### src/rtl/core/aclk_pkg.sv
// ----------------------------------------------------------------------------
// aclk_pkg - alarm clock shared definitions
// Event codes, mode codes, limits and the result record used by the core and
// the top level.
// ----------------------------------------------------------------------------
package aclk_pkg;

  localparam int unsigned PrescaleW = 10;
  localparam int unsigned HourW     = 5;
  localparam int unsigned MinW      = 6;
  localparam int unsigned ShadowW   = 7;

  localparam logic [PrescaleW-1:0] PRESCALE_RST   = 10'd977;
  localparam logic [5:0]           SEC_MAX        = 6'd59;
  localparam logic [5:0]           MIN_MAX        = 6'd59;
  localparam logic [5:0]           HOUR_MAX       = 6'd23;
  localparam logic [HourW-1:0]     HOUR_UNSET     = 5'd31;
  localparam logic [ShadowW-1:0]   SHADOW_CLEARED = 7'd127;

  typedef enum logic [2:0] {
    EV_TICK,
    EV_MODE,
    EV_SELECT,
    EV_UP,
    EV_DOWN,
    EV_SILENCE
  } event_t;

  typedef enum logic [1:0] {
    MODE_RUN,
    MODE_SET_TIME,
    MODE_SET_ALARM
  } mode_t;

  typedef struct packed {
    logic [HourW-1:0] hours;
    logic [MinW-1:0]  minutes;
    logic [MinW-1:0]  seconds;
    logic             blink;
    logic [1:0]       mode;
    logic             field;
    logic [HourW-1:0] alarm_hour;
    logic [MinW-1:0]  alarm_minute;
    logic             sounding;
  } result_t;

  function automatic logic [5:0] wrap_up(input logic [5:0] v, input logic [5:0] top);
    return (v >= top) ? 6'd0 : v + 6'd1;
  endfunction

  function automatic logic [5:0] wrap_down(input logic [5:0] v, input logic [5:0] top);
    return (v == 6'd0 || v > top) ? top : v - 6'd1;
  endfunction

endpackage

### src/rtl/core/alarm_clock_time_counter_top.sv
// ----------------------------------------------------------------------------
// alarm_clock_time_counter_top - digital clock with alarm
// Event-driven clock: ticks, mode/select/up/down/silence buttons, one result
// per event.
// ----------------------------------------------------------------------------
// One transaction per clock cycle is sustained while out_ready stays high: an
// event passes an input register, the clock state is updated in the cycle it
// leaves that register, and the post-event view lands in the output register,
// which drives out_valid. The state update is a loop through the state
// registers of aclk_core, which sets both the rate and the clock frequency. The
// output register stalls only while out_ready is low; cfg_wr_data updates the
// tick prescaler (reset 977) and should be written with the block idle.
module alarm_clock_time_counter_top
  import aclk_pkg::*;
(
  input  logic                 clk,
  input  logic                 rst_n,
  input  logic                 in_valid,
  output logic                 in_ready,
  input  logic [2:0]           in_event_kind,
  output logic                 out_valid,
  input  logic                 out_ready,
  output logic [HourW-1:0]     out_hours,
  output logic [MinW-1:0]      out_minutes,
  output logic [MinW-1:0]      out_seconds,
  output logic                 out_blink,
  output logic [1:0]           out_mode,
  output logic                 out_field,
  output logic [HourW-1:0]     out_alarm_hour,
  output logic [MinW-1:0]      out_alarm_minute,
  output logic                 out_alarm_sounding,
  input  logic                 cfg_wr_en,
  input  logic [PrescaleW-1:0] cfg_wr_data
);

  logic [PrescaleW-1:0] prescale_r;
  logic                 s1_valid_r;
  logic [2:0]           s1_kind_r;
  logic                 out_valid_r;
  result_t              out_res_r;
  result_t              core_res;
  logic                 advance;

  assign advance  = s1_valid_r && (!out_valid_r || out_ready);
  assign in_ready = !s1_valid_r || advance;

  aclk_core u_core (
    .clk      (clk),
    .rst_n    (rst_n),
    .step     (advance),
    .kind     (s1_kind_r),
    .prescale (prescale_r),
    .res      (core_res)
  );

  always_ff @(posedge clk) begin
    if (!rst_n) begin
      prescale_r  <= PRESCALE_RST;
      s1_valid_r  <= 1'b0;
      out_valid_r <= 1'b0;
    end else begin
      if (cfg_wr_en) begin
        prescale_r <= cfg_wr_data;
      end
      if (in_ready) begin
        s1_valid_r <= in_valid;
      end
      if (advance) begin
        out_valid_r <= 1'b1;
      end else if (out_ready) begin
        out_valid_r <= 1'b0;
      end
    end
  end

  // payload registers, no reset
  always_ff @(posedge clk) begin
    if (in_valid && in_ready) begin
      s1_kind_r <= in_event_kind;
    end
    if (advance) begin
      out_res_r <= core_res;
    end
  end

  assign out_valid          = out_valid_r;
  assign out_hours          = out_res_r.hours;
  assign out_minutes        = out_res_r.minutes;
  assign out_seconds        = out_res_r.seconds;
  assign out_blink          = out_res_r.blink;
  assign out_mode           = out_res_r.mode;
  assign out_field          = out_res_r.field;
  assign out_alarm_hour     = out_res_r.alarm_hour;
  assign out_alarm_minute   = out_res_r.alarm_minute;
  assign out_alarm_sounding = out_res_r.sounding;

  a_no_drop: assert property (@(posedge clk) disable iff (!rst_n)
    out_valid_r && !out_ready |-> !advance)
    else $error("result overwritten before transaction completed");

  a_fill: assert property (@(posedge clk) disable iff (!rst_n)
    advance |=> out_valid_r)
    else $error("advanced item produced no result");

  a_in_hold: assert property (@(posedge clk) disable iff (!rst_n)
    s1_valid_r && !advance |=> s1_valid_r && $stable(s1_kind_r))
    else $error("stalled event lost from input register");

endmodule

### src/rtl/core/aclk_core.sv
// ----------------------------------------------------------------------------
// aclk_core - clock, mode and alarm state
// Holds the timekeeping and alarm registers, applies one event per step and
// presents the post-event view for the result register.
// ----------------------------------------------------------------------------
module aclk_core
  import aclk_pkg::*;
(
  input  logic                 clk,
  input  logic                 rst_n,
  input  logic                 step,
  input  logic [2:0]           kind,
  input  logic [PrescaleW-1:0] prescale,
  output result_t              res
);

  logic [PrescaleW-1:0] tick_r,       tick_nxt;
  logic [MinW-1:0]      sec_r,        sec_nxt;
  logic [MinW-1:0]      min_r,        min_nxt;
  logic [HourW-1:0]     hour_r,       hour_nxt;
  logic [ShadowW-1:0]   shadow_r,     shadow_nxt;
  mode_t                mode_r,       mode_nxt;
  logic                 tfield_r,     tfield_nxt;
  logic                 afield_r,     afield_nxt;
  logic [HourW-1:0]     pend_hour_r,  pend_hour_nxt;
  logic [MinW-1:0]      pend_min_r,   pend_min_nxt;
  logic [HourW-1:0]     arm_hour_r,   arm_hour_nxt;
  logic [MinW-1:0]      arm_min_r,    arm_min_nxt;
  logic                 blink_r,      blink_nxt;

  logic [PrescaleW-1:0] tick_inc;
  logic                 up_dir;

  assign tick_inc = tick_r + 10'd1;
  assign up_dir   = (event_t'(kind) == EV_UP);

  always_comb begin
    tick_nxt      = tick_r;
    sec_nxt       = sec_r;
    min_nxt       = min_r;
    hour_nxt      = hour_r;
    shadow_nxt    = shadow_r;
    mode_nxt      = mode_r;
    tfield_nxt    = tfield_r;
    afield_nxt    = afield_r;
    pend_hour_nxt = pend_hour_r;
    pend_min_nxt  = pend_min_r;
    arm_hour_nxt  = arm_hour_r;
    arm_min_nxt   = arm_min_r;
    blink_nxt     = blink_r;

    case (event_t'(kind))
      EV_TICK: begin
        if (tick_inc != prescale) begin
          tick_nxt = tick_inc;
        end else begin
          tick_nxt  = '0;
          blink_nxt = ~blink_r;
          if (sec_r < SEC_MAX) begin
            sec_nxt = sec_r + 6'd1;
          end else begin
            // minute carry: shadow follows the clock's own minute
            sec_nxt    = '0;
            min_nxt    = wrap_up(min_r, MIN_MAX);
            shadow_nxt = {1'b0, min_nxt};
            if (min_nxt == '0) begin
              hour_nxt = HourW'(wrap_up({1'b0, hour_r}, HOUR_MAX));
            end
          end
        end
      end
      EV_MODE: begin
        case (mode_r)
          MODE_RUN:      mode_nxt = MODE_SET_TIME;
          MODE_SET_TIME: mode_nxt = MODE_SET_ALARM;
          default: begin
            mode_nxt     = MODE_RUN;
            arm_hour_nxt = pend_hour_r;
            arm_min_nxt  = pend_min_r;
            tfield_nxt   = 1'b0;
            afield_nxt   = 1'b0;
          end
        endcase
      end
      EV_SELECT: begin
        if (mode_r == MODE_SET_TIME) begin
          tfield_nxt = ~tfield_r;
        end else if (mode_r == MODE_SET_ALARM) begin
          afield_nxt = ~afield_r;
        end
      end
      EV_UP, EV_DOWN: begin
        if (mode_r == MODE_SET_TIME) begin
          if (!tfield_r) begin
            hour_nxt = up_dir ? HourW'(wrap_up({1'b0, hour_r}, HOUR_MAX))
                              : HourW'(wrap_down({1'b0, hour_r}, HOUR_MAX));
          end else begin
            min_nxt = up_dir ? wrap_up(min_r, MIN_MAX) : wrap_down(min_r, MIN_MAX);
          end
        end else if (mode_r == MODE_SET_ALARM) begin
          if (!afield_r) begin
            pend_hour_nxt = up_dir ? HourW'(wrap_up({1'b0, pend_hour_r}, HOUR_MAX))
                                   : HourW'(wrap_down({1'b0, pend_hour_r}, HOUR_MAX));
          end else begin
            pend_min_nxt = up_dir ? wrap_up(pend_min_r, MIN_MAX)
                                  : wrap_down(pend_min_r, MIN_MAX);
          end
        end
      end
      EV_SILENCE: shadow_nxt = SHADOW_CLEARED;
      default: ;
    endcase
  end

  always_comb begin
    res.hours        = hour_nxt;
    res.minutes      = min_nxt;
    res.seconds      = sec_nxt;
    res.blink        = blink_nxt;
    res.mode         = mode_nxt;
    res.field        = (mode_nxt == MODE_SET_TIME)  ? tfield_nxt :
                       (mode_nxt == MODE_SET_ALARM) ? afield_nxt : 1'b0;
    res.alarm_hour   = pend_hour_nxt;
    res.alarm_minute = pend_min_nxt;
    res.sounding     = (arm_hour_nxt == hour_nxt) && ({1'b0, arm_min_nxt} == shadow_nxt);
  end

  always_ff @(posedge clk) begin
    if (!rst_n) begin
      tick_r      <= '0;
      sec_r       <= '0;
      min_r       <= '0;
      hour_r      <= '0;
      shadow_r    <= SHADOW_CLEARED;
      mode_r      <= MODE_RUN;
      tfield_r    <= 1'b0;
      afield_r    <= 1'b0;
      pend_hour_r <= HOUR_UNSET;
      pend_min_r  <= '0;
      arm_hour_r  <= '0;
      arm_min_r   <= '0;
      blink_r     <= 1'b0;
    end else if (step) begin
      tick_r      <= tick_nxt;
      sec_r       <= sec_nxt;
      min_r       <= min_nxt;
      hour_r      <= hour_nxt;
      shadow_r    <= shadow_nxt;
      mode_r      <= mode_nxt;
      tfield_r    <= tfield_nxt;
      afield_r    <= afield_nxt;
      pend_hour_r <= pend_hour_nxt;
      pend_min_r  <= pend_min_nxt;
      arm_hour_r  <= arm_hour_nxt;
      arm_min_r   <= arm_min_nxt;
      blink_r     <= blink_nxt;
    end
  end

  a_time_range: assert property (@(posedge clk) disable iff (!rst_n)
    (hour_r <= HourW'(HOUR_MAX)) && (min_r <= MIN_MAX) && (sec_r <= SEC_MAX))
    else $error("clock counter out of range");

  a_pend_hour: assert property (@(posedge clk) disable iff (!rst_n)
    (pend_hour_r <= HourW'(HOUR_MAX)) || (pend_hour_r == HOUR_UNSET))
    else $error("pending alarm hour invalid");

  a_silence: assert property (@(posedge clk) disable iff (!rst_n)
    step && (event_t'(kind) == EV_SILENCE) |=> shadow_r == SHADOW_CLEARED)
    else $error("silence did not clear minute shadow");

  a_hold: assert property (@(posedge clk) disable iff (!rst_n)
    !step |=> $stable(hour_r) && $stable(min_r) && $stable(shadow_r) && $stable(mode_r))
    else $error("state changed without a step");

endmodule
### config.mk
export PLATFORM = sky130hd
export DESIGN_NAME = alarm_clock_time_counter_top
export DESIGN_NICKNAME = d
export VERILOG_FILES = /design/src/rtl/core/aclk_pkg.sv /design/src/rtl/core/alarm_clock_time_counter_top.sv /design/src/rtl/core/aclk_core.sv
export SDC_FILE = /design/constraint.sdc
export NUM_CORES = 1
export LEC_CHECK = 0
export ABC_CLOCK_PERIOD_IN_PS = 7600
export CAP_MARGIN = 20
export CELL_PAD_IN_SITES_DETAIL_PLACEMENT = 0
export CELL_PAD_IN_SITES_GLOBAL_PLACEMENT = 2
export CORE_UTILIZATION = 42
export CTS_CLUSTER_SIZE = 12
export DETAILED_ROUTE_END_ITERATION = 16
export DONT_BUFFER_PORTS = 1
export PLACE_DENSITY_LB_ADDON = 0.1
export SKIP_LAST_GASP = 1
export SLEW_MARGIN = 15
export SYNTH_ARGS = -nofsm -noshare
export SYNTH_HDL_FRONTEND = slang
export SYNTH_SLANG_ARGS = --single-unit
### constraint.sdc
create_clock -name clk -period 7.6 [get_ports clk]
set_input_delay 0.76 -clock clk [delete_from_list [all_inputs] [get_ports clk]]
set_output_delay 0.76 -clock clk [all_outputs]
set_load 0.02 [all_outputs]
======== Word level (Yosys, flattened, before mapping) ========
Index checks and enable logic that the tools add are counted.
Widths: inputs -> output; s select.
word-level totals
  input port bits ......................... 18
  flip-flop bits (word level) ............. 109
  word-level logic and storage cells ...... 139
  output and inout port bits .............. 35
operators by class
  reduce and logical (&&, ||, !) cells .... 22
  magnitude comparators ................... 9
  bitwise gates (word level) .............. 3
  eq/ne operators ......................... 12
  mux-type cells .......................... 57
  add/sub/neg operators ................... 10
operators with widths
  operator               count
  $mux 6                 19
  $mux 5                 17
  $add 6x1->6 const B    3
  $logic_not 6->1        3
  $mux 7                 2
  $pmux 7 s2             1
  $ge 6x6->1 const B     2
  $gt 6x6->1 const B     2
  $pmux 6 s2             1
  $sub 6x1->6 const B    2
  $mux 1                 11
  $add 10x1->10 const B  1
  $add 5x1->5 const B    2
  $ge 5x5->1 const B     2
  $gt 5x5->1 const B     2
  $logic_not 5->1        2
  $mux 10                1
  $ne 10x10->1           1
  $pmux 5 s2             1
  $sub 5x1->5 const B    2
  $eq 6x7->1             1
  $eq 3x2->1 const B     2
  $eq 3x3->1 const B     2
  $logic_or 1x1->1       6
  16 further kinds       25

======== Longest topological paths before layout ========
  depth after elaboration ................. 9
  mapped depth ............................ 12
  mapped depth without buffers ............ 11

======== Cells and area by module ========
From an unflattened synthesis, not the netlist that was laid out.
unflattened totals
  cell total of the unflattened synthesis .. 780
  area total of the unflattened synthesis .. 6597.6 sq um
by module, submodules not included
  module                        times used  cells an instance  sequential area each (sq um)  area each (sq um)
  aclk_core                     1           703                1221.2                        5068.6
  alarm_clock_time_counter_top  1           77                 1321.3                        1529.0

======== Worst setup path after synthesis ========
Ideal clock, no wire load.
  path kind ............................... register to register
  from .................................... reg u_core.min_r[1]
  to ...................................... reg out_res_r, in the netlist out_alarm_sounding, data pin
  setup time .............................. 0.170 ns
  buffers on the path ..................... 1
  required time ........................... 7.430 ns
  slack ................................... 4.617 ns
  stages on the path, launching flop included .. 13
  data arrival time ....................... 2.813 ns
  clock period less this slack ............ 2.983 ns
  cells stage by stage .................... dfxtp_1 -> clkbuf_1 -> inv_1 -> ha_1 -> or3b_2 -> a21oi_1 -> o2111ai_1 -> or2_2 -> o41ai_1 -> a31o_2 -> xor2_1 -> o2111ai_1 -> nor4_2
RTL lines
  what                      line                                RTL
  start: declaration        aclk_core.sv:19                     logic [MinW-1:0] min_r, min_nxt;
  start signal: assignment  aclk_core.sv:146                    min_r <= min_nxt;
  end signal: assignment    alarm_clock_time_counter_top.sv:82  out_res_r <= core_res;
  end: declaration          alarm_clock_time_counter_top.sv:40  result_t out_res_r;

==> results.sh <==
export IMPL_outcome="completed"
export IMPL_hpwl_mm=12.22
export IMPL_power_combinational_fraction=0.098
export IMPL_dieWidth_microns=125.9
export IMPL_final_layout_size_suffix_gt1_frac=0.05073
export IMPL_routed_wire_length_per_instance_microns=18.58
export IMPL_tcrit_tclk_final=0.4929
export IMPL_finalMaxSlewViolations=0
export IMPL_synth_sequential_area_ratio=0.3944
export IMPL_vias=5565
export IMPL_static_leak_nw=2.329
export IMPL_floorplan_initialDensity=0.4369
export IMPL_dieArea_sq_um=15850
export IMPL_final_wirelength_mm=17.33
export IMPL_stdcell_count=933
export IMPL_post_synthesis_mean_instance_area_sq_um=8.243
export IMPL_setup_viol=0
export IMPL_cp_cell_sequence="or3b_1 -> nor2_2 -> mux2i_1 -> o22ai_1 -> a211oi_1 -> mux2i_1 -> or4_1 -> nor4_2"
export IMPL_cts_made_buffers=9
export IMPL_finalWorstPathRequiredPeriod_ns=3.746
export IMPL_firstDrtPassIters=7
export IMPL_synth_top_cell_area_share=0.2267
export IMPL_fin_nets=775
export IMPL_crit_path_top_delay_cell="nor2_2"
export IMPL_drt_iter0_markers=530
export IMPL_detail_route_vias_per_cell=5.965
export IMPL_cts_resized=0
export IMPL_internal_power_mw=0.8975
export IMPL_crit_path_category="reg -> reg"
export IMPL_core_area_sq_um=14750
export IMPL_std_cell_rows=44
export IMPL_cell_area_after_synthesis_sq_um=6446
export IMPL_cts_htree_levels=3
export IMPL_share_seq_of_total_power=0.525
export IMPL_synthFlopType="dfxtp_1"
export IMPL_critPathMostFrequentCell="mux2i_1"
export IMPL_path_buf_inv=0
export IMPL_crit_fanout=12
export IMPL_share_clk_of_total_power=0.377
export IMPL_area_growth_syn_to_layout_pct=5.493
export IMPL_min_delay_path_class="in -> reg"
export IMPL_synth_cell_types=71
export IMPL_later_pin_clock_latency_in_the_skew_report_ns=0.37
export IMPL_globalRouteOverflowTotal=0
export IMPL_skew_ns=0.009251
export IMPL_post_route_drc_count=0
export IMPL_postCtsSetupBuffers=0
export IMPL_grt_max_degree=46
export IMPL_gp_congestion=0.8708
export IMPL_layout_filler_cells=1434
export IMPL_grt_first_pass_wirelength_mm=27.89
export IMPL_power_ir_vdd_worst_mv=0.1240
export IMPL_finalSetupTns_ns=0
export IMPL_cp_data_required_time_ns=7.80
export IMPL_setup_worst_path_start_class="flip-flop"
export IMPL_synth_most_common_cell="nand2_1"
export IMPL_timing_critical_path_to_type="flip-flop"
export IMPL_arrival_time_at_the_worst_endpoint_ns=3.94
export IMPL_netSwitchingPower_mw=0.3494
export IMPL_power_share_switching=0.2802
export IMPL_die_h_microns=125.9
export IMPL_maxSlewHeadroom=0.3250
export IMPL_critPathTopFamily="simple AND/OR/NAND/NOR gates"
export IMPL_ys_ff_latch=109
export IMPL_synth_area_leaders="dfxtp_1 (23%), edfxtp_1 (17%), nand2_1 (5.4%), a21oi_1 (5.1%), nor2_1 (4.8%)"
export IMPL_synth_commonest_cells="nand2_1 (92), nor2_1 (82), dfxtp_1 (73), a21oi_1 (66), clkbuf_1 (46)"
export IMPL_yosys_warnings=0
export IMPL_max_cap_violations=0
export IMPL_initial_antenna_violation_count=0
export IMPL_max_clock_path_buffers=2
export IMPL_synth_enable_flop_cells=36
export IMPL_fmax_ghz=0.2669
export IMPL_track_usage=0.2247
export IMPL_seqCellArea_sq_um=2542
export IMPL_design_portCount=53
export IMPL_timing_hold_violations_final=0
export IMPL_postCtsHoldBufs=0
export IMPL_tritoncts_clock_tree="done"
export IMPL_place_port_buffers=0
export IMPL_clock_sink_count=109
export IMPL_cts_root_buf="clkbuf_16"
export IMPL_share_of_async_settable_or_async_resettable_flops_after_synthesis=0
export IMPL_postSynthNetCount=813
export IMPL_synth_largest_area_cell="dfxtp_1"
export IMPL_first_global_vias=5150
export IMPL_rsz_0062_raised_after_global_routing="no"
export IMPL_tightest_slew_ns=1.006
export IMPL_path_clk_slew_ns=0.08
export IMPL_drtAntennaViolNets=0
export IMPL_power_density_nw_per_um2=183.4
export IMPL_syn_instance_count=782
export IMPL_area_of_combinational_cells_with_multiple_inputs_sq_um=3596
export IMPL_critical_path_max_stage_delay_ns=0.69
export IMPL_diodes=0
export IMPL_placed_cells_incl_taps=916
==> power by group through the flow <==
| stage | clock, mW | sequential (mW) | combinational, mW |
|---|---|---|---|
| after floorplan | 0 | 0.654 | 0.105 |
| after global placement | 0 | 0.668 | 0.121 |
| after detailed placement | 0 | 0.668 | 0.120 |
| after CTS | 0.485 | 0.655 | 0.121 |
| after global routing | 0.504 | 0.659 | 0.136 |
| final | 0.469 | 0.655 | 0.122 |
==> layer usage <==
| layer | GRT usage | wire length (microns) |
|---|---|---|
| met1 | 0.3053 | 8239 |
| met2 | 0.3497 | 7961 |
| met3 | 0.04758 | 738 |
| met4 | 0.08575 | 392 |
| met5 | 0 | 0 |
==> cell families after synthesis <==
kind of cell	share of synthesized area
and+or+nand+nor	0.2217
AOI/OAI and AO/OA	0.2238
DFF	0.3944
buffers and inverters	0.04775
xor gates and xnor gates	0.04348
muxes	0.04367
adders and majority gates	0.02523
==> stage by stage <==
| step | setup WS [ns] | cell area, sq um | util | power [mW] | hold WS (ns) |
|---|---|---|---|---|---|
| after global placement | 3.785 | 6496 | 0.4403 | 0.7885 | 0.4406 |
| after floorplan | 4.617 | 6446 | - | 0.7584 | 0.4357 |
| after CTS | 3.568 | 6785 | 0.4599 | 1.261 | 0.4355 |
| after global routing | 3.524 | 6800 | 0.4609 | 1.298 | 0.4337 |
| after detailed placement | 3.595 | 6496 | 0.4403 | 0.7883 | 0.4473 |
| final | 3.854 | 6800 | 0.4609 | 1.247 | 0.4502 |
==> worst register-to-register path, cell delays in order (launching register included) <==
cell and delay (ns):
edfxtp_1 0.54, or3b_1 0.57, nor2_2 0.69, mux2i_1 0.46, o22ai_1 0.16, a211oi_1 0.26
mux2i_1 0.10, or4_1 0.53, nor4_2 0.27
==> area by class of cell <==
cell class | count | area share
Clock buffer | 9 | 0.03312
Clock inverter | 7 | 0.009384
Inverter | 22 | 0.01214
Tap cell | 184 | 0.03385
Timing Repair Buffer | 7 | 0.008832
Multi-Input combinational cell | 595 | 0.5288
Sequential cell | 109 | 0.3739
==> flip-flops by register name (all words and copies together), names as in the netlist, 6 cells and up <==
name,flops
out_minutes,6
u_core.tick_r,10
u_core.min_r,6
u_core.arm_min_r,6
u_core.sec_r,6
out_seconds,6
u_core.pend_min_r,6
prescale_r,10
u_core.shadow_r,7
out_alarm_minute,6
==> worst paths after layout <==
check	startpoint	endpoint	slack (ns)	cells after the start
worst min-delay path	rst_n	prescale_r[4]	0.45	1
worst max-delay path	s1_kind_r[0]	out_alarm_sounding	3.85	8
worst min register to register	u_core.arm_hour_r[0]	u_core.arm_hour_r[0]	0.46	2
worst max register to register	s1_kind_r[0]	out_alarm_sounding	3.85	8
==> cells in the final DEF, fill, tap and decap left out, types with 4 or more instances in the layout <==
| master | netlist | layout |
|---|---|---|
| nand3_1 | 26 | 26 |
| a211o_1 | 4 | 4 |
| inv_1 | 21 | 20 |
| or3_1 | 7 | 7 |
| a211oi_1 | 20 | 20 |
| edfxtp_1 | 36 | 36 |
| nand4_1 | 10 | 10 |
| dfxtp_1 | 73 | 73 |
| clkbuf_16 | 0 | 9 |
| o2111ai_1 | 4 | 4 |
| mux2i_1 | 27 | 27 |
| nor2_1 | 82 | 82 |
| nor3b_1 | 5 | 5 |
| a21oi_1 | 66 | 66 |
| a31oi_1 | 8 | 8 |
| nand4b_1 | 4 | 4 |
| o31ai_1 | 5 | 5 |
| xor2_1 | 17 | 17 |
| and3_1 | 9 | 9 |
| nor2b_1 | 4 | 4 |
| o22ai_1 | 10 | 10 |
| o211ai_1 | 9 | 9 |
| o21ai_0 | 44 | 44 |
| a21o_1 | 12 | 12 |
| buf_4 | 2 | 6 |
| nand2_1 | 92 | 92 |
| nand2b_1 | 4 | 4 |
| xnor2_1 | 15 | 15 |
| nor3_1 | 31 | 31 |
| nor4_1 | 7 | 7 |
| o21a_1 | 5 | 5 |
| ha_1 | 13 | 13 |
No activity file was read; power rests on OpenSTA's default activity.
